===== src/rtl/aes_pkg.sv =====
// AES package: S-box tables, GF(2^8) helpers, request/result structs, states.
// Used by the AES block cipher modules except aes_ram; no dependencies.
`default_nettype none
package aes_pkg;

    localparam int KeyWordW = 64;
    localparam int CfgIdxW  = 3;
    localparam int RoundW   = 4;

    localparam logic [CfgIdxW-1:0] REG_KEY0 = 3'd0;
    localparam logic [CfgIdxW-1:0] REG_KEY1 = 3'd1;
    localparam logic [CfgIdxW-1:0] REG_KEY2 = 3'd2;
    localparam logic [CfgIdxW-1:0] REG_KEY3 = 3'd3;
    localparam logic [CfgIdxW-1:0] REG_KLEN = 3'd4;

    localparam logic [1:0] KLEN_128 = 2'd0;
    localparam logic [1:0] KLEN_192 = 2'd1;

    localparam logic ACT_ENCRYPT = 1'b0;

    typedef struct packed {
        logic        action;
        logic [63:0] block_high;
        logic [63:0] block_low;
    } aes_req_t;

    typedef struct packed {
        logic [63:0] result_high;
        logic [63:0] result_low;
    } aes_res_t;

    typedef enum logic [2:0] {
        ST_IDLE,
        ST_KEXP,
        ST_KINIT,
        ST_ROUND,
        ST_DONE
    } aes_state_t;

    // controller -> datapath
    typedef struct packed {
        logic              load;      // capture request, reset key schedule
        logic              kstep;     // produce next key word
        logic              kinit;     // first AddRoundKey
        logic              round;     // run one round
        logic [RoundW-1:0] rnd;       // round key to read for the next step (0..nr+1)
        logic              last;      // last round of this pass
    } aes_cmd_t;

    // datapath -> controller
    typedef struct packed {
        logic [RoundW-1:0] nr;
        logic              action;
        logic              kexp_done;
    } aes_sts_t;

    function automatic logic [7:0] xt(input logic [7:0] a);
        xt = {a[6:0], 1'b0} ^ (a[7] ? 8'h1b : 8'h00);
    endfunction

    function automatic logic [7:0] sbox(input logic [7:0] x);
        logic [7:0] t [256];
        t = '{
        8'h63,8'h7c,8'h77,8'h7b,8'hf2,8'h6b,8'h6f,8'hc5,8'h30,8'h01,8'h67,8'h2b,8'hfe,8'hd7,8'hab,8'h76,
        8'hca,8'h82,8'hc9,8'h7d,8'hfa,8'h59,8'h47,8'hf0,8'had,8'hd4,8'ha2,8'haf,8'h9c,8'ha4,8'h72,8'hc0,
        8'hb7,8'hfd,8'h93,8'h26,8'h36,8'h3f,8'hf7,8'hcc,8'h34,8'ha5,8'he5,8'hf1,8'h71,8'hd8,8'h31,8'h15,
        8'h04,8'hc7,8'h23,8'hc3,8'h18,8'h96,8'h05,8'h9a,8'h07,8'h12,8'h80,8'he2,8'heb,8'h27,8'hb2,8'h75,
        8'h09,8'h83,8'h2c,8'h1a,8'h1b,8'h6e,8'h5a,8'ha0,8'h52,8'h3b,8'hd6,8'hb3,8'h29,8'he3,8'h2f,8'h84,
        8'h53,8'hd1,8'h00,8'hed,8'h20,8'hfc,8'hb1,8'h5b,8'h6a,8'hcb,8'hbe,8'h39,8'h4a,8'h4c,8'h58,8'hcf,
        8'hd0,8'hef,8'haa,8'hfb,8'h43,8'h4d,8'h33,8'h85,8'h45,8'hf9,8'h02,8'h7f,8'h50,8'h3c,8'h9f,8'ha8,
        8'h51,8'ha3,8'h40,8'h8f,8'h92,8'h9d,8'h38,8'hf5,8'hbc,8'hb6,8'hda,8'h21,8'h10,8'hff,8'hf3,8'hd2,
        8'hcd,8'h0c,8'h13,8'hec,8'h5f,8'h97,8'h44,8'h17,8'hc4,8'ha7,8'h7e,8'h3d,8'h64,8'h5d,8'h19,8'h73,
        8'h60,8'h81,8'h4f,8'hdc,8'h22,8'h2a,8'h90,8'h88,8'h46,8'hee,8'hb8,8'h14,8'hde,8'h5e,8'h0b,8'hdb,
        8'he0,8'h32,8'h3a,8'h0a,8'h49,8'h06,8'h24,8'h5c,8'hc2,8'hd3,8'hac,8'h62,8'h91,8'h95,8'he4,8'h79,
        8'he7,8'hc8,8'h37,8'h6d,8'h8d,8'hd5,8'h4e,8'ha9,8'h6c,8'h56,8'hf4,8'hea,8'h65,8'h7a,8'hae,8'h08,
        8'hba,8'h78,8'h25,8'h2e,8'h1c,8'ha6,8'hb4,8'hc6,8'he8,8'hdd,8'h74,8'h1f,8'h4b,8'hbd,8'h8b,8'h8a,
        8'h70,8'h3e,8'hb5,8'h66,8'h48,8'h03,8'hf6,8'h0e,8'h61,8'h35,8'h57,8'hb9,8'h86,8'hc1,8'h1d,8'h9e,
        8'he1,8'hf8,8'h98,8'h11,8'h69,8'hd9,8'h8e,8'h94,8'h9b,8'h1e,8'h87,8'he9,8'hce,8'h55,8'h28,8'hdf,
        8'h8c,8'ha1,8'h89,8'h0d,8'hbf,8'he6,8'h42,8'h68,8'h41,8'h99,8'h2d,8'h0f,8'hb0,8'h54,8'hbb,8'h16};
        sbox = t[x];
    endfunction

    function automatic logic [7:0] isbox(input logic [7:0] x);
        logic [7:0] t [256];
        t = '{
        8'h52,8'h09,8'h6a,8'hd5,8'h30,8'h36,8'ha5,8'h38,8'hbf,8'h40,8'ha3,8'h9e,8'h81,8'hf3,8'hd7,8'hfb,
        8'h7c,8'he3,8'h39,8'h82,8'h9b,8'h2f,8'hff,8'h87,8'h34,8'h8e,8'h43,8'h44,8'hc4,8'hde,8'he9,8'hcb,
        8'h54,8'h7b,8'h94,8'h32,8'ha6,8'hc2,8'h23,8'h3d,8'hee,8'h4c,8'h95,8'h0b,8'h42,8'hfa,8'hc3,8'h4e,
        8'h08,8'h2e,8'ha1,8'h66,8'h28,8'hd9,8'h24,8'hb2,8'h76,8'h5b,8'ha2,8'h49,8'h6d,8'h8b,8'hd1,8'h25,
        8'h72,8'hf8,8'hf6,8'h64,8'h86,8'h68,8'h98,8'h16,8'hd4,8'ha4,8'h5c,8'hcc,8'h5d,8'h65,8'hb6,8'h92,
        8'h6c,8'h70,8'h48,8'h50,8'hfd,8'hed,8'hb9,8'hda,8'h5e,8'h15,8'h46,8'h57,8'ha7,8'h8d,8'h9d,8'h84,
        8'h90,8'hd8,8'hab,8'h00,8'h8c,8'hbc,8'hd3,8'h0a,8'hf7,8'he4,8'h58,8'h05,8'hb8,8'hb3,8'h45,8'h06,
        8'hd0,8'h2c,8'h1e,8'h8f,8'hca,8'h3f,8'h0f,8'h02,8'hc1,8'haf,8'hbd,8'h03,8'h01,8'h13,8'h8a,8'h6b,
        8'h3a,8'h91,8'h11,8'h41,8'h4f,8'h67,8'hdc,8'hea,8'h97,8'hf2,8'hcf,8'hce,8'hf0,8'hb4,8'he6,8'h73,
        8'h96,8'hac,8'h74,8'h22,8'he7,8'had,8'h35,8'h85,8'he2,8'hf9,8'h37,8'he8,8'h1c,8'h75,8'hdf,8'h6e,
        8'h47,8'hf1,8'h1a,8'h71,8'h1d,8'h29,8'hc5,8'h89,8'h6f,8'hb7,8'h62,8'h0e,8'haa,8'h18,8'hbe,8'h1b,
        8'hfc,8'h56,8'h3e,8'h4b,8'hc6,8'hd2,8'h79,8'h20,8'h9a,8'hdb,8'hc0,8'hfe,8'h78,8'hcd,8'h5a,8'hf4,
        8'h1f,8'hdd,8'ha8,8'h33,8'h88,8'h07,8'hc7,8'h31,8'hb1,8'h12,8'h10,8'h59,8'h27,8'h80,8'hec,8'h5f,
        8'h60,8'h51,8'h7f,8'ha9,8'h19,8'hb5,8'h4a,8'h0d,8'h2d,8'he5,8'h7a,8'h9f,8'h93,8'hc9,8'h9c,8'hef,
        8'ha0,8'he0,8'h3b,8'h4d,8'hae,8'h2a,8'hf5,8'hb0,8'hc8,8'heb,8'hbb,8'h3c,8'h83,8'h53,8'h99,8'h61,
        8'h17,8'h2b,8'h04,8'h7e,8'hba,8'h77,8'hd6,8'h26,8'he1,8'h69,8'h14,8'h63,8'h55,8'h21,8'h0c,8'h7d};
        isbox = t[x];
    endfunction

endpackage : aes_pkg
`default_nettype wire


===== src/rtl/aes_ctrl.sv =====
// AES controller: sequences key expansion, initial key add and the rounds.
// Depends on aes_pkg.
`default_nettype none
module aes_ctrl (
    input  wire logic               clk,
    input  wire logic               rst_n,
    input  wire logic               start,
    input  wire aes_pkg::aes_sts_t  sts,
    output aes_pkg::aes_cmd_t       cmd,
    output logic                    busy,
    output logic                    done
);
    import aes_pkg::*;

    aes_state_t        state_reg, state_next;
    logic [RoundW-1:0] rnd_reg, rnd_next;

    // hold state and round count
    always_ff @(posedge clk or negedge rst_n)
    begin
        if (!rst_n)
        begin
            state_reg <= ST_IDLE;
            rnd_reg   <= '0;
        end
        else
        begin
            state_reg <= state_next;
            rnd_reg   <= rnd_next;
        end
    end

    // next state and commands; the RAM read of a round's key is issued in the cycle before the round
    always_comb
    begin
        state_next  = state_reg;
        rnd_next    = rnd_reg;
        cmd         = '0;
        busy        = 1'b1;
        done        = 1'b0;
        case (state_reg)
            ST_IDLE:
            begin
                busy = 1'b0;
                if (start)
                begin
                    cmd.load   = 1'b1;
                    state_next = ST_KEXP;
                end
            end
            ST_KEXP:
            begin
                cmd.kstep = 1'b1;
                if (sts.kexp_done)
                begin
                    state_next = ST_KINIT;
                end
            end
            ST_KINIT:
            begin
                // read of the first key (key 0, or key nr when decrypting) was issued by the last expansion cycle
                cmd.kinit  = 1'b1;
                cmd.rnd    = 4'd1;
                rnd_next   = 4'd1;
                state_next = ST_ROUND;
            end
            ST_ROUND:
            begin
                cmd.round = 1'b1;
                cmd.last  = (rnd_reg == sts.nr);
                cmd.rnd   = rnd_reg + 4'd1;
                rnd_next  = rnd_reg + 4'd1;
                if (rnd_reg == sts.nr)
                begin
                    state_next = ST_DONE;
                end
            end
            ST_DONE:
            begin
                done       = 1'b1;
                state_next = ST_IDLE;
            end
            default:
            begin
                state_next = ST_IDLE;
            end
        endcase
    end
endmodule : aes_ctrl
`default_nettype wire


===== config.mk =====
export PLATFORM = sky130hd
export DESIGN_NAME = aes_ctrl
export DESIGN_NICKNAME = d
export VERILOG_FILES = /design/src/rtl/aes_pkg.sv /design/src/rtl/aes_ctrl.sv
export SDC_FILE = /design/constraint.sdc
export NUM_CORES = 1
export LEC_CHECK = 0
export BUFFER_PORTS_ARGS = -buffer_cell sky130_fd_sc_hd__buf_2
export CORE_AREA = 2 2 39 41
export CTS_CLUSTER_SIZE = 16
export DETAILED_ROUTE_END_ITERATION = 8
export DIE_AREA = 0 0 41 43
export PLACE_DENSITY_LB_ADDON = 0.12
export SLEW_MARGIN = 30
export SYNTH_ARGS = -nofsm -noshare
export SYNTH_HDL_FRONTEND = slang
export SYNTH_SLANG_ARGS = --single-unit

===== constraint.sdc =====
create_clock -name clk -period 1.7 [get_ports clk]
set_clock_uncertainty 0.2 [all_clocks]
set_input_delay 0.17 -clock clk [delete_from_list [all_inputs] [get_ports clk]]
set_output_delay 0.17 -clock clk [all_outputs]
set_load 0.01 [all_outputs]

==> out/summary.txt <==
run status: complete, but fails checks
violated checks: negative setup slack
DR pass1 iterations: 2
Slew HR: 81.9%
P_sw: 0.605 mW
CP arrival: 1.44 ns
Reg clk slew, reported paths: 0.06 ns
Achievable Freq: 553 MHz
PortBufs: 18
# nets final: 94
Root Driver: clkbuf_4
n_diodes: 0
sw frac: 42.0%
ranking of synthesized cells by area: dfrtp_1 38%, xor2_1 9.6%, nand2b_1 4.1%
Largest register FFs: 4
Filler cells: 135
CP required: 1.33 ns
Vias/cell: 4.76
vias after detailed routing: 471
fin crit period: 1.81 ns
Placer Congestion: 0.705
dpl hpwl: 756 um
synth cell count leaders: 7 x dfrtp_1, 5 x xor2_1, 4 x inv_1, 4 x nor2_1
Remaining Overflow, GRT: 0
area fraction of the dominant cell type after synthesis: 38.4%
count leader, synth: dfrtp_1
I/O Pins: 20
DR iter-0 viols: 3
starting density of the core: 33.0%
initial antenna violation count: 0
worst min path class: in -> async
WHS: 0.0702 ns
ys flop type: dfrtp_1
number of remaining DRC errors: 0
setup_tns: -0.108 ns
total of max-cap violations: 0
final std cells w/o fill: 99
final setup fails: 1
Fin. Hold Viols: 0
CTS HTree Levels: 1
post-route clock period utilization: 106%
Routed WL: 1.13 mm
post-synthesis average cell area: 8.95 um^2
WS Path Type: reg -> out
Netlist cell types: 24
clock share of power: 10.9%
Post-Syn Nets: 61
worst-skew pair later-pin latency: 0.26 ns
first-pass GRT wire length: 1.57 mm
cell internal pwr: 0.834 mW
largest net degree at the start of global routing: 9
Cell Count Post-Placement: 87
pwr dens: 1890 nW/um^2
cell area after synthesis: 457 um^2
CP Max Fanout: 2
row cnt: 14
Max Buffers Root-to-Sink: 2
YS warnings: 0
chip width: 41 um
CTS tree: yes
leading area contributor after synthesis: dfrtp_1
Core ar.: 1380 um^2
Detail Route Antenna Nets: 0
Seq/Total Area, Yosys: 38.4%
Area Growth Syn to Fin: 66.6%
setup ws final: -0.108 ns
vias in the first global route: 371
nature of the critical path startpoint: flip-flop
Post-synth EDFFs: 0
CTS buffer count: 3
Async SR Flop Fraction: 100%
RSZ-0062 raised after global routing: yes
clk sinks: 7
Synth Instances: 51
layout cells sized above 1: 54.2%
WL/cell: 11.5 um
Die Footprint: 1760 um^2
peak supply drop: 982 uV
Final Max Tran Viols: 0
number of synthesized register bits: 7
Least-Margin Pin Slew: 0.271 ns
die height: 43 um
GR Util All Layers: 14.7%
Crit. End Element: output port
Reg power frac: 22.6%
static leakage: 0.373 nW
Comb power frac: 66.5%
## cell usage in the layout, fill, tap and decap left out, types with 2 or more instances in the layout
cell	netlist	routed
a21oi_1	3	2
a311oi_1	2	2
and2_1	2	2
buf_2	2	17
buf_4	1	10
buf_6	0	3
clkbuf_4	0	3
dfrtp_1	7	4
dfrtp_2	0	3
inv_1	4	4
nand2_1	2	2
nand2b_1	3	2
nor2_1	4	2
nor3b_1	2	2
o21ai_0	3	3
xor2_1	5	4
## power groups by stage
stage | sequential [mW] | clock, mW | combinational (mW)
2_1_floorplan | 0.300 | 0 | 0.430
3_3_place_gp | 0.316 | 0 | 0.626
3_5_place_dp | 0.317 | 0 | 0.633
4_1_cts | 0.322 | 0.162 | 0.681
5_1_grt | 0.336 | 0.177 | 1.06
6_report | 0.326 | 0.157 | 0.956
## path summary, 6_finish.rpt
path	start	cells past startpoint	slack (ns)	endpoint
worst max-delay path	rnd_reg[0]	4	-0.11	cmd[0]
worst min-delay path	rst_n	2	0.07	rnd_reg[0]
worst max register to register	rnd_reg[1]	4	0.13	state_reg[0]
worst min register to register	state_reg[2]	2	0.39	state_reg[1]
max in group asynchronous	rst_n	2	1.04	state_reg[0]
min in group clk	sts[0]	3	0.07	state_reg[1]
## cell type report
type / count / area, um^2 / share of cell area (%)
clock buffer: 4 / 26.3 / 3.45
multi-input combinational: 37 / 317 / 41.6
sequential: 7 / 179 / 23.5
tap: 16 / 20.0 / 2.63
inverter: 4 / 15.0 / 1.97
timing repair buffer: 31 / 204 / 26.8
## kinds of logic (layout without fill, tap and decap cells)
logic type / after synthesis / after routing / share of synthesized area [%]
AO/OA/AOI/OAI: 11 / 11 / 15.6
AND/OR/NAND/NOR: 19 / 19 / 24.4
flip-flops: 7 / 7 / 38.4
adder cells (fa/ha/maj): 1 / 1 / 2.74
buffers and inverters: 7 / 39 / 7.12
multiplexers: 1 / 1 / 2.19
XOR/XNOR: 5 / 5 / 9.59
## worst max-delay path: stages, from the launching register on
cell     delay [ns]
dfrtp_1        0.40
xor2_1         0.20
nor4_4         0.30
and2_1         0.16
buf_2          0.12
## per-layer routing
metal,vias to the layer above,GRT usage (%),wire [um]
met5,-,0,0
met4,0,10.0,16
met3,2,9.42,46
met2,10,18.1,589
met1,222,17.8,482
li1,237,-,-
## stage by stage
step	setup slack [ns]	cell area [um^2]	total power, mW	utilization, %
finish	-0.108	761	1.44	55.0
global route	-0.193	761	1.57	55.0
CTS	-0.139	639	1.17	46.2
detailed placement	0.133	587	0.950	42.4
global placement	0.145	587	0.942	42.4
floorplan	0.194	457	0.730	-
## repair_timing
item | 4_1_cts | 5_1_grt
hold buffers | 1 | 0
pin swaps | 5 | 6
setup endpoints to repair | 4 | 7
resized for setup | 2 | 16
setup buffers | 1 | 6
hold endpoints to repair | 7 | 0
No activity file was read; power rests on OpenSTA's default activity.
